==> src/lwc_pkg.sv <==
`timescale 1ns / 1ps
// ----------------------------------------------------------------------------
// Line window clipper package
// Shared constants and types for the segment clipping pipeline.
// ----------------------------------------------------------------------------
package lwc_pkg;

  localparam int DIM_BITS  = 14;
  localparam int ADDR_BITS = 3;
  localparam int DATA_BITS = 32;

  localparam logic [DIM_BITS-1:0] WIDTH_RESET  = 14'd640;
  localparam logic [DIM_BITS-1:0] HEIGHT_RESET = 14'd480;

  typedef enum logic {
    REG_WIDTH  = 1'b0,
    REG_HEIGHT = 1'b1
  } reg_sel_t;

  typedef struct packed {
    logic vert;
    logic horiz;
  } seg_kind_t;

endpackage

==> src/lwc_prep.sv <==
`timescale 1ns / 1ps
// ----------------------------------------------------------------------------
// Segment preparation
// Orders the endpoints, forms the divider operands and their products.
// ----------------------------------------------------------------------------
module lwc_prep import lwc_pkg::*; #(
  parameter int COORD_BITS = 16
) (
  input  logic                         clk,
  input  logic                         adv,
  input  logic signed [COORD_BITS-1:0] start_x,
  input  logic signed [COORD_BITS-1:0] start_y,
  input  logic signed [COORD_BITS-1:0] end_x,
  input  logic signed [COORD_BITS-1:0] end_y,
  input  logic [DIM_BITS-1:0]          width,
  input  logic [DIM_BITS-1:0]          height,
  output seg_kind_t                    kind_o,
  output logic signed [COORD_BITS-1:0] x1_o,
  output logic signed [COORD_BITS-1:0] y1_o,
  output logic signed [COORD_BITS-1:0] x2_o,
  output logic signed [COORD_BITS-1:0] y2_o,
  output logic [2*(((COORD_BITS > DIM_BITS + 1) ? COORD_BITS : DIM_BITS + 1) + 1)-1:0]
                                       prod_o [4],
  output logic [((COORD_BITS > DIM_BITS + 1) ? COORD_BITS : DIM_BITS + 1):0] dvs_o [4],
  output logic signed [COORD_BITS-1:0] base_o [4],
  output logic                         neg_o  [4]
);

  localparam int MW = ((COORD_BITS > DIM_BITS + 1) ? COORD_BITS : DIM_BITS + 1) + 1;
  localparam int PW = 2 * MW;
  localparam int SW = MW + 1;

  logic                         vert, horiz;
  logic signed [COORD_BITS-1:0] ox1, oy1, ox2, oy2;
  logic signed [SW-1:0]         dx, dy, wm1, hm1;
  logic signed [SW-1:0]         tv [4];
  logic signed [SW-1:0]         pv [4];
  logic signed [SW-1:0]         qv [4];
  logic signed [COORD_BITS-1:0] bv [4];

  seg_kind_t                    kind1;
  logic signed [COORD_BITS-1:0] x1a, y1a, x2a, y2a;
  logic [MW-1:0]                ma [4];
  logic [MW-1:0]                mb [4];
  logic [MW-1:0]                md [4];
  logic signed [COORD_BITS-1:0] bs [4];
  logic                         ng [4];

  always_comb begin
    vert  = (start_x == end_x);
    horiz = !vert && (start_y == end_y);
    ox1 = start_x;
    oy1 = start_y;
    ox2 = end_x;
    oy2 = end_y;
    if (vert) begin
      if (start_y > end_y) begin
        oy1 = end_y;
        oy2 = start_y;
      end
    end else if (horiz) begin
      if (start_x > end_x) begin
        ox1 = end_x;
        ox2 = start_x;
      end
    end else if (start_x > end_x) begin
      ox1 = end_x;
      oy1 = end_y;
      ox2 = start_x;
      oy2 = start_y;
    end
    dx  = SW'(ox2) - SW'(ox1);
    dy  = SW'(oy2) - SW'(oy1);
    wm1 = $signed({{(SW-DIM_BITS){1'b0}}, width}) - SW'(1);
    hm1 = $signed({{(SW-DIM_BITS){1'b0}}, height}) - SW'(1);
    // y at x = 0, y at x = width-1, x at y = 0, x at y = height-1
    tv[0] = -SW'(ox1);
    tv[1] = wm1 - SW'(ox1);
    tv[2] = -SW'(oy1);
    tv[3] = hm1 - SW'(oy1);
    pv[0] = dy;  pv[1] = dy;  pv[2] = dx;  pv[3] = dx;
    qv[0] = dx;  qv[1] = dx;  qv[2] = dy;  qv[3] = dy;
    bv[0] = oy1; bv[1] = oy1; bv[2] = ox1; bv[3] = ox1;
  end

  always_ff @(posedge clk) begin
    if (adv) begin
      kind1 <= '{vert: vert, horiz: horiz};
      x1a <= ox1;
      y1a <= oy1;
      x2a <= ox2;
      y2a <= oy2;
      for (int u = 0; u < 4; u++) begin
        ma[u] <= pv[u][SW-1] ? MW'(-pv[u]) : MW'(pv[u]);
        mb[u] <= tv[u][SW-1] ? MW'(-tv[u]) : MW'(tv[u]);
        md[u] <= qv[u][SW-1] ? MW'(-qv[u]) : MW'(qv[u]);
        bs[u] <= bv[u];
        ng[u] <= pv[u][SW-1] ^ tv[u][SW-1] ^ qv[u][SW-1];
      end
    end
  end

  always_ff @(posedge clk) begin
    if (adv) begin
      kind_o <= kind1;
      x1_o <= x1a;
      y1_o <= y1a;
      x2_o <= x2a;
      y2_o <= y2a;
      for (int u = 0; u < 4; u++) begin
        prod_o[u] <= PW'(ma[u]) * PW'(mb[u]);
        dvs_o[u]  <= md[u];
        base_o[u] <= bs[u];
        neg_o[u]  <= ng[u];
      end
    end
  end

endmodule

==> config.mk <==
export PLATFORM = sky130hd
export DESIGN_NAME = lwc_prep
export DESIGN_NICKNAME = d
export VERILOG_FILES = /design/src/lwc_pkg.sv /design/src/lwc_prep.sv
export SDC_FILE = /design/constraint.sdc
export NUM_CORES = 2
export LEC_CHECK = 0
export BUFFER_PORTS_ARGS = -buffer_cell sky130_fd_sc_hd__buf_2
export CAP_MARGIN = 20
export CORE_MARGIN = 3
export CORE_UTILIZATION = 59
export CTS_CLUSTER_SIZE = 8
export DETAILED_ROUTE_END_ITERATION = 12
export PLACE_DENSITY = 0.78
export SYNTH_ARGS = -nofsm -noshare
export SYNTH_HDL_FRONTEND = slang
export SYNTH_SLANG_ARGS = --single-unit
==> constraint.sdc <==
create_clock -name clk -period 7.6 [get_ports clk]
set_clock_uncertainty 0.2 [all_clocks]
set_input_delay 0 -clock clk [delete_from_list [all_inputs] [get_ports clk]]
set_output_delay 0 -clock clk [all_outputs]
set_load 0.02 [all_outputs]
==> flow_summary.ini <==
[status]
outcome = finished, final reports clean

[place]
placed_area_sq_um = 62100
dpl.hpwl_um = 123000
port_buffers = 431
place_ws_ps = 80.8
place_congestion = 0.951

[floorplanning]
dieArea_sq_um = 103000
io-pin-count = 432
dieHeight_um = 321
coreArea_sq_um = 98600
die_w_um = 321
start_util = 0.595
fp-row-count = 115

[synthesis]
synth_edf_count = 410
synth_flop_cell = edfxtp_1
syn_area_sq_um = 58700
ys_seq_elements = 410
syn_nets = 7663
synthCells = 6153
seq_area_frac_synth = 0.210
synth_area_per_cell_sq_um = 9.54
ys_async_sr_fraction = 0
yosysWarnings = 0
ys_types = 91

[clock_network]
clock-root-buffer = clkbuf_16
cts_made_buffers = 60
insertion_delay_ps = 730
tritoncts = built
clock-sinks = 410
path_clk_slew_ps = 60
clockBufferDepth = 3
cts_max_level = 2

[timing]
fmax_mhz = 136
final.setup.worst_slack_ps = 254
slew_viol_final = 0
tns_ps = 0
fin_crit_sh = 0.967
tightest_slew_ps = 1180
relSlewSlack = 0.208
finalSetupViolCount = 0
hold_violations = 0
min_period_ps = 7350

[worst_setup_path]
r2r-end = prod_o[100]
end_kind = register
crit_required_ps = 7810
critPathLaunch = mb[1][6]
path_buf_inv = 6
worstSetupPathType = reg2reg
critPathSlowestCell = edfxtp_1
r2r_start = mb[1][6]
crit_path_frequent_cell = fa_1
crit_chain = buf_4, and2_1, fa_1, inv_1, fa_1, fa_1, inv_1, fa_1, fa_1, inv_1, fa_1, inv_1, ha_1, nor2b_1, a311o_1, and2_1, a41oi_1, a311oi_1, buf_4, a211o_1, a311oi_1, o21bai_1, xor2_1
regToRegSetupSlack_ps = 250
cp.arrival_ps = 7560
startpoint_type = register
cp_top_family = adder cells
reg2regPathDepth = 23
max_stage_delay_ps = 550
crit_fanout = 7
cp.depth = 23
crit_end = prod_o[100]

[detailed_routing]
ant_nets = 0
drt_iter0_drc = 3757
first_pass_iters = 8
finalWirelength_um = 158000
vias = 45106
wl_per_cell_um = 19.9
vias_per_cell = 5.68
drc = 0

[finish]
nets = 8141
finalInstanceArea_sq_um = 65500
layout_common_cells = 1208 x inv_1, 899 x fa_1, 835 x nand2_1, 517 x and2_1, 517 x ha_1
final_common_cell = inv_1
final_core_util = 0.664
num-fill-cells = 7556
area_delta_synth_final_pct = 11.6
drive_gt1_frac = 0.114

[worst_hold_path]
hp-class = in2reg

[job]
drv_cap = 0

[grt]
grt_pass1_vias = 47268
antenna_found_initial = 11
grt_max_degree = 159
grt_overflow = 0
track_usage = 0.315
grt_pass1_wl_um = 254000
[synth_stat cells, drive strengths merged, types with 79 or more instances]
library cell,n,area share
inv,1209,0.077
fa,899,0.31
nand2,836,0.054
and2,517,0.055
ha,517,0.11
edfxtp,410,0.21
xnor2,216,0.032
clkbuf,211,0.013
nor2,187,0.012
o21ai,172,0.015
a21oi,161,0.014
buf,120,0.014
nor3,79,0.0067
xor2,79,0.012
[per-layer routing]
metal  GRT usage  vias up  part of all wire
met5           0        -           0.00016
met4       0.143        4             0.052
met3      0.0606      493             0.092
met2       0.516     2161              0.47
met1       0.408    22367              0.39
li1            -    20081                 -
[final cells by class]
cell class / count / area (sq um) / area share
tap: 1287 / 1610 / 0.0246
clock buffer: 66 / 1520 / 0.0233
antenna: 8 / 20.0 / 0.000306
inverter: 1210 / 4540 / 0.0694
timing repair buffer: 747 / 5090 / 0.0777
multi-input combinational: 4202 / 40200 / 0.614
clock inverter: 11 / 178 / 0.00271
sequential: 410 / 12300 / 0.188
[per-stage QoR]
stage | instances | hold WS, ps
2_1_floorplan | 6153 | -87.5
3_3_place_gp | 7695 | 159
3_5_place_dp | 7695 | 159
4_1_cts | 7883 | 2.56
5_1_grt | 7939 | 98.4
6_report | 7941 | 34.1
[repair_timing]
item                                   4_1_cts  5_1_grt
buffers inserted                             2       48
hold buffers                               109        0
pin swaps                                    0        0
gates resized for setup                      0        4
endpoints found under the hold margin      184        0
setup endpoints to repair                    1       11
[how the worst min path moves through the flow]
| stage | from | end | slack [ps] | cells past startpoint |
|---|---|---|---|---|
| after global placement | start_x[11] | x2a[11] | 160 | 3 |
| after CTS | width[10] | mb[1][10] | 3 | 5 |
| final | width[10] | mb[1][10] | 30 | 5 |
| after detailed placement | end_y[14] | bs[1][14] | 160 | 3 |
| after global routing | width[8] | mb[1][9] | 100 | 6 |
| after floorplan | adv | base_o[0] | -90 | 0 |
[sequential cells by signal, summed over array words and instances, names as in the netlist, 4 cells and up]
| register | cells |
|---|---|
| y2a | 16 |
| ma | 17 |
| dvs_o | 34 |
| md | 17 |
| x2_o | 16 |
| mb | 66 |
| neg_o | 4 |
| ng | 4 |
| base_o | 32 |
| bs | 32 |
| x2a | 16 |
| prod_o | 136 |
| y2_o | 16 |
[tightest hold or removal path, delay by kind of cell]
| family | cells | cell delay (ps) |
|---|---|---|
| xor gates and xnor gates | 3 | 470 |
| adders and majority gates | 1 | 200 |
| buffers and inverters | 1 | 120 |
[kinds of logic after synthesis]
kind of cell	count (synthesis)	synth area share
and+or+nand+nor	1882	0.156
buffers and inverters	1541	0.105
adders and majority gates	1417	0.417
AOI/OAI and AO/OA	589	0.0639
DFF	410	0.210
xor gates and xnor gates	295	0.0443
muxes	19	0.00328
Power is left out: the tool's default activity adds up to more than one toggle a clock period on the data nets, which glitch-free logic cannot reach.
