[config.mk]
export PLATFORM = sky130hd
export DESIGN_NAME = lwc_div
export DESIGN_NICKNAME = d
export VERILOG_FILES = /design/src/lwc_pkg.sv /design/src/lwc_div.sv
export SDC_FILE = /design/constraint.sdc
export NUM_CORES = 2
export LEC_CHECK = 0
export BUFFER_PORTS_ARGS = -buffer_cell sky130_fd_sc_hd__buf_2
export CORE_MARGIN = 5
export CORE_UTILIZATION = 63
export DETAILED_ROUTE_END_ITERATION = 12
export PLACE_DENSITY_LB_ADDON = 0.1
export SYNTH_ARGS = -nofsm -noshare
export SYNTH_HDL_FRONTEND = slang
export SYNTH_SLANG_ARGS = --single-unit
[constraint.sdc]
create_clock -name clk -period 8 [get_ports clk]
set_input_delay 1.2 -clock clk [delete_from_list [all_inputs] [get_ports clk]]
set_output_delay 1.2 -clock clk [all_outputs]
set_load 0.01 [all_outputs]
[src/lwc_pkg.sv]
`timescale 1ns / 1ps
// ----------------------------------------------------------------------------
// Line window clipper package
// Shared constants and types for the segment clipping pipeline.
// ----------------------------------------------------------------------------
package lwc_pkg;

  localparam int DIM_BITS  = 14;
  localparam int ADDR_BITS = 3;
  localparam int DATA_BITS = 32;

  localparam logic [DIM_BITS-1:0] WIDTH_RESET  = 14'd640;
  localparam logic [DIM_BITS-1:0] HEIGHT_RESET = 14'd480;

  typedef enum logic {
    REG_WIDTH  = 1'b0,
    REG_HEIGHT = 1'b1
  } reg_sel_t;

  typedef struct packed {
    logic vert;
    logic horiz;
  } seg_kind_t;

endpackage

[src/lwc_div.sv]
`timescale 1ns / 1ps
// ----------------------------------------------------------------------------
// Pipelined point-on-line divider
// One quotient bit per stage, then truncation toward zero around the base.
// ----------------------------------------------------------------------------
module lwc_div import lwc_pkg::*; #(
  parameter int COORD_BITS = 16
) (
  input  logic                         clk,
  input  logic                         adv,
  input  logic [2*(((COORD_BITS > DIM_BITS + 1) ? COORD_BITS : DIM_BITS + 1) + 1)-1:0] prod,
  input  logic [((COORD_BITS > DIM_BITS + 1) ? COORD_BITS : DIM_BITS + 1):0]          dvs,
  input  logic signed [COORD_BITS-1:0] base,
  input  logic                         neg,
  output logic signed [2*(((COORD_BITS > DIM_BITS + 1) ? COORD_BITS : DIM_BITS + 1) + 1)+1:0]
                                       res
);

  localparam int MW = ((COORD_BITS > DIM_BITS + 1) ? COORD_BITS : DIM_BITS + 1) + 1;
  localparam int PW = 2 * MW;
  localparam int RW = PW + 2;

  logic [MW-1:0]                rem [1:PW];
  logic [PW-1:0]                dnd [1:PW];
  logic [PW-1:0]                quo [1:PW];
  logic [MW-1:0]                dv  [1:PW];
  logic signed [COORD_BITS-1:0] bs  [1:PW];
  logic                         ng  [1:PW];

  genvar k;
  generate
    for (k = 1; k <= PW; k++) begin : g_stage
      logic [MW-1:0]                rem_in, dv_in;
      logic [PW-1:0]                dnd_in, quo_in;
      logic signed [COORD_BITS-1:0] bs_in;
      logic                         ng_in, ge;
      logic [MW:0]                  trial;
      if (k == 1) begin : g_first
        assign rem_in = '0;
        assign dnd_in = prod;
        assign quo_in = '0;
        assign dv_in  = dvs;
        assign bs_in  = base;
        assign ng_in  = neg;
      end else begin : g_next
        assign rem_in = rem[k-1];
        assign dnd_in = dnd[k-1];
        assign quo_in = quo[k-1];
        assign dv_in  = dv[k-1];
        assign bs_in  = bs[k-1];
        assign ng_in  = ng[k-1];
      end
      assign trial = {rem_in, dnd_in[PW-1]};
      assign ge    = (trial >= {1'b0, dv_in});
      always_ff @(posedge clk) begin
        if (adv) begin
          rem[k] <= ge ? MW'(trial - {1'b0, dv_in}) : trial[MW-1:0];
          dnd[k] <= {dnd_in[PW-2:0], 1'b0};
          quo[k] <= {quo_in[PW-2:0], ge};
          dv[k]  <= dv_in;
          bs[k]  <= bs_in;
          ng[k]  <= ng_in;
        end
      end
    end
  endgenerate

  logic                 rnz;
  logic signed [RW-1:0] qx, fv, sm;

  always_comb begin
    rnz = |rem[PW];
    qx  = $signed({2'b00, quo[PW]});
    fv  = ng[PW] ? (-qx - RW'(rnz)) : qx;
    sm  = RW'(bs[PW]) + fv;
  end

  always_ff @(posedge clk) begin
    if (adv) begin
      res <= (sm < 0 && rnz) ? sm + RW'(1) : sm;
    end
  end

endmodule

==> results by group <==
Power
  – Internal power: 35540 uW
  – Worst vdd ir: between 200 and 250 uV
  – Clock network power share: 26.9%
  – Sequential share of power: 42.4%
  – Sw Share: 30.09%
  – Psw: 15300 uW
  – PwrDens: 365.8 nW/um^2
  – Tot Pwr: 50840 uW
  – Gate power share: 30.7%
  – Leak Pwr: 0.05307 uW

Route
  – Avg WL per Cell: 19.04 um
  – Routed vias: ~66k
  – Post-route DRC violation count: 0
  – Post-DRT Antenna Nets: 0
  – First-pass detailed-route iteration total: 6
  – DR vias/cell: approximately 5.7
  – Initial drt markers: 4422
  – Wirelength, routed: 222.3 mm

Synthesis
  – Synth area leader: edfxtp_1
  – Post-synth top flop: edfxtp_1
  – Synth top area share: roughly 70%
  – Number of flops mapped to enable cells by yosys: 2909
  – Mean Syn Cell Area: 14.88 um^2
  – Synth warnings: 0
  – Syn Inst Count: 8405
  – Register bit total from synthesis: 2909
  – Post-synth ARST share: 0%
  – Syn Nets: roughly 9.1k
  – Seq/Total Area, Yosys: 69.84%
  – Synth area leaders: edfxtp_1 70%, ha_1 6.4%, mux2_2 3.2%, inv_1 2.5%, xnor2_1 2.1%
  – Cell variety after synth: 92
  – Post-Syn Area: 125100 um^2

Clock network
  – CTS max path bufs: 4
  – Root Buffer: clkbuf_16
  – Clk Latency, worst-skew pair: 0.91 ns
  – Clock slew at reported path FFs: 0.07 ns
  – H-tree levels: 5
  – CTS tree: yes
  – Clock sink total: approximately 2.9k
  – CTS Buf Count: 310

Worst setup path
  – WP data arrival: 7.94 ns
  – Origin of the worst setup path: rem[17][1]
  – Setup CP Type: reg -> reg
  – Worst R2R Start: rem[17][1]
  – CP Max Fanout: 4
  – Cell family with the largest share of critical-path delay: compound AO/OA/AOI/OAI gates
  – Setup crit end kind: register
  – Worst path slowest cell: nor4_2
  – WP data required: 8.63 ns
  – Sum of buffers and inverters on the critical path: 5
  – CP Launch Type: register
  – Slowest Stage Delay on Critical Path: 0.47 ns

STA
  – Max_slew headroom: 14.70%
  – Max-slew violation count: 0
  – Final period util: 91.32%
  – Setup violators final: 0
  – Unrepaired setup endpoints after global routing: no
  – Final critical-path required period: around 7.3 ns
  – Final hold violation count: 0
  – Worst Tran Pin Value: 1.277 ns
  – Max Freq: between 0.1 and 0.15 GHz
  – Skew final: between 0.05 and 0.06 ns
  – TNS Setup: 0 ns

Finish
  – Area delta synth->final: 11.11%
  – Layout cells sized above 1: 11.77%
  – Nets@finish: 9554
  – Non-Filler Instances: approximately 12k

GRT
  – Met3 usage: 3.059%
  – Initial antenna violation count: 2
  – Largest net degree at the start of global routing: 190
  – GRT Residual Overflow: 0
  – All-Layer GR Usage: 21.20%
  – M1 GR Usage: 26.70%
  – Number of global-route vias before repair: 67.07k
  – GR Layer Usage met2: 37.93%
  – First-pass GRT wire length: 355.3 mm
  – GR peak layer: met2

Placement
  – Inst Count DP: 11.14k
  – PortBufs: 105
  – Hpwl dp: 146.3 mm
  – GP Congestion: about 0.88

Die
  – I/O pin cnt: 106
  – Die height: around 460 um
  – Initial Utilization: 63.35%
  – Die Wd: roughly 460 um
  – Row cnt: 163
  – DIE AREA: 207500 um^2
  – CORE AREA: 197400 um^2

Run status
  – Status: finished, final reports clean

Worst hold path
  – Worst hold start: bs[0][63]
  – Min-Delay Path Class: reg -> reg

Run
  – Total of max-cap violations: 0
-- worst reg2reg max path, delay by kind of cell (launching register included) --
kind | cells | cell delay, ns
compound gates | 14 | 2.70
simple gates | 7 | 1.79
fa+ha+maj | 4 | 0.88
buf+inv | 5 | 0.86
xor+xnor | 3 | 0.47
flops | 1 | 0.35
-- registers in the layout (all words and copies together) (netlist names) --
register and cells:
bs 544, dnd 561, dv 561, ng 34, quo 595, rem 578
res 36
-- path summary, 6_finish.rpt --
check                                  to  slack (ns)  depth (start not counted)
worst min-delay path            bs[0][79]        0.37                          0
worst max-delay path              res[31]        0.69                         33
worst min register to register  bs[0][79]        0.37                          0
worst max register to register    res[31]        0.69                         33
-- what timing repair did --
action	CTS	global route
hold buffers	0	0
setup buffers	0	0
resized for setup	0	1
endpoints found under the setup margin	0	10
endpoints found under the hold margin	0	0
-- synthesized netlist by cell type (all sizes together), types with 7 or more instances --
library cell	n
o21ai	393
inv	840
o21bai	35
or2	37
xor2	162
nand3	112
nand3b	13
or3	23
a2111oi	12
o2111ai	10
o21a	38
nor3	155
mux2i	70
a21o	116
a21oi	352
and2	29
edfxtp	2909
a41o	12
buf	44
fa	34
o41ai	13
o31ai	29
nor2b	126
and3	34
o22ai	37
nand2b	77
ha	636
nand2	429
a221oi	12
a311oi	23
xnor2	300
or4	13
nor2	416
clkbuf	52
nor3b	7
a211o	29
a31oi	55
o211ai	18
a21boi	86
and4	9
mux2	363
nand4	112
a211oi	36
nor4	32
-- routing by layer --
layer	routed length, um	up-vias
li1	-	32122
met1	91400	32205
met2	115500	1285
met3	8122	476
met4	7201	0
met5	0	-
-- layout make-up --
cell class,instances,area (um^2)
diodes,1,2.502
clock inverters,150,1461
well taps,2640,3303
multi-input cells,4559,34180
inverters,841,3157
repair buffers,193,1389
fillers,12870,58450
clock buffers,378,8119
flip-flops and latches,2909,87350
-- through the flow --
step / cell area, um^2 / setup slack (ns) / hold slack (ns) / util, %
after floorplan: 125100 / 2.004 / 0.4003 / -
after global placement: 129400 / 0.4036 / 0.4000 / 65.54
after detailed placement: 129400 / 0.4122 / 0.4045 / 65.54
after CTS: 139000 / 0.3097 / 0.3671 / 70.39
after global routing: 139000 / 0.1012 / 0.3849 / 70.39
final: 139000 / 0.6946 / 0.3672 / 70.39
-- placed cells by master, fill, tap and decap left out, drive strengths merged, types with 32 or more instances in the layout --
cell type / netlist / layout
xnor2: 300 / 300
xor2: 162 / 162
nand3: 112 / 112
nor4: 32 / 32
o21ai: 393 / 393
a31oi: 55 / 55
nor3: 155 / 155
nand2: 429 / 429
and3: 34 / 34
clkbuf: 52 / 378
nand4: 112 / 112
mux2i: 70 / 70
buf: 44 / 193
fa: 34 / 34
mux2: 363 / 363
clkinv: 1 / 111
nand2b: 77 / 77
ha: 636 / 636
a211oi: 36 / 36
inv: 840 / 846
nor2b: 126 / 126
o21bai: 35 / 35
a21boi: 86 / 86
or2: 37 / 37
o21a: 38 / 38
a21oi: 352 / 352
a21o: 116 / 116
nor2: 416 / 416
edfxtp: 2909 / 2909
o22ai: 37 / 37
-- power groups by stage --
stage | registers [uW] | clock network (uW) | logic [uW]
global placement | 21800 | 0 | 15100
global route | 21800 | 14700 | 17300
floorplan | 21300 | 0 | 12000
finish | 21600 | 13700 | 15600
detailed placement | 21800 | 0 | 15400
CTS | 21600 | 14000 | 15600
-- logic make-up after synthesis --
family | after synthesis | synth area share, %
flip-flops | 2909 | 69.84
buffers and inverters | 937 | 2.864
adder cells (fa/ha/maj) | 670 | 6.907
AND/OR/NAND/NOR | 1637 | 6.352
AO/OA/AOI/OAI | 1357 | 6.964
multiplexers | 433 | 3.829
XOR/XNOR | 462 | 3.241
Power figures use the tool's default switching activity.
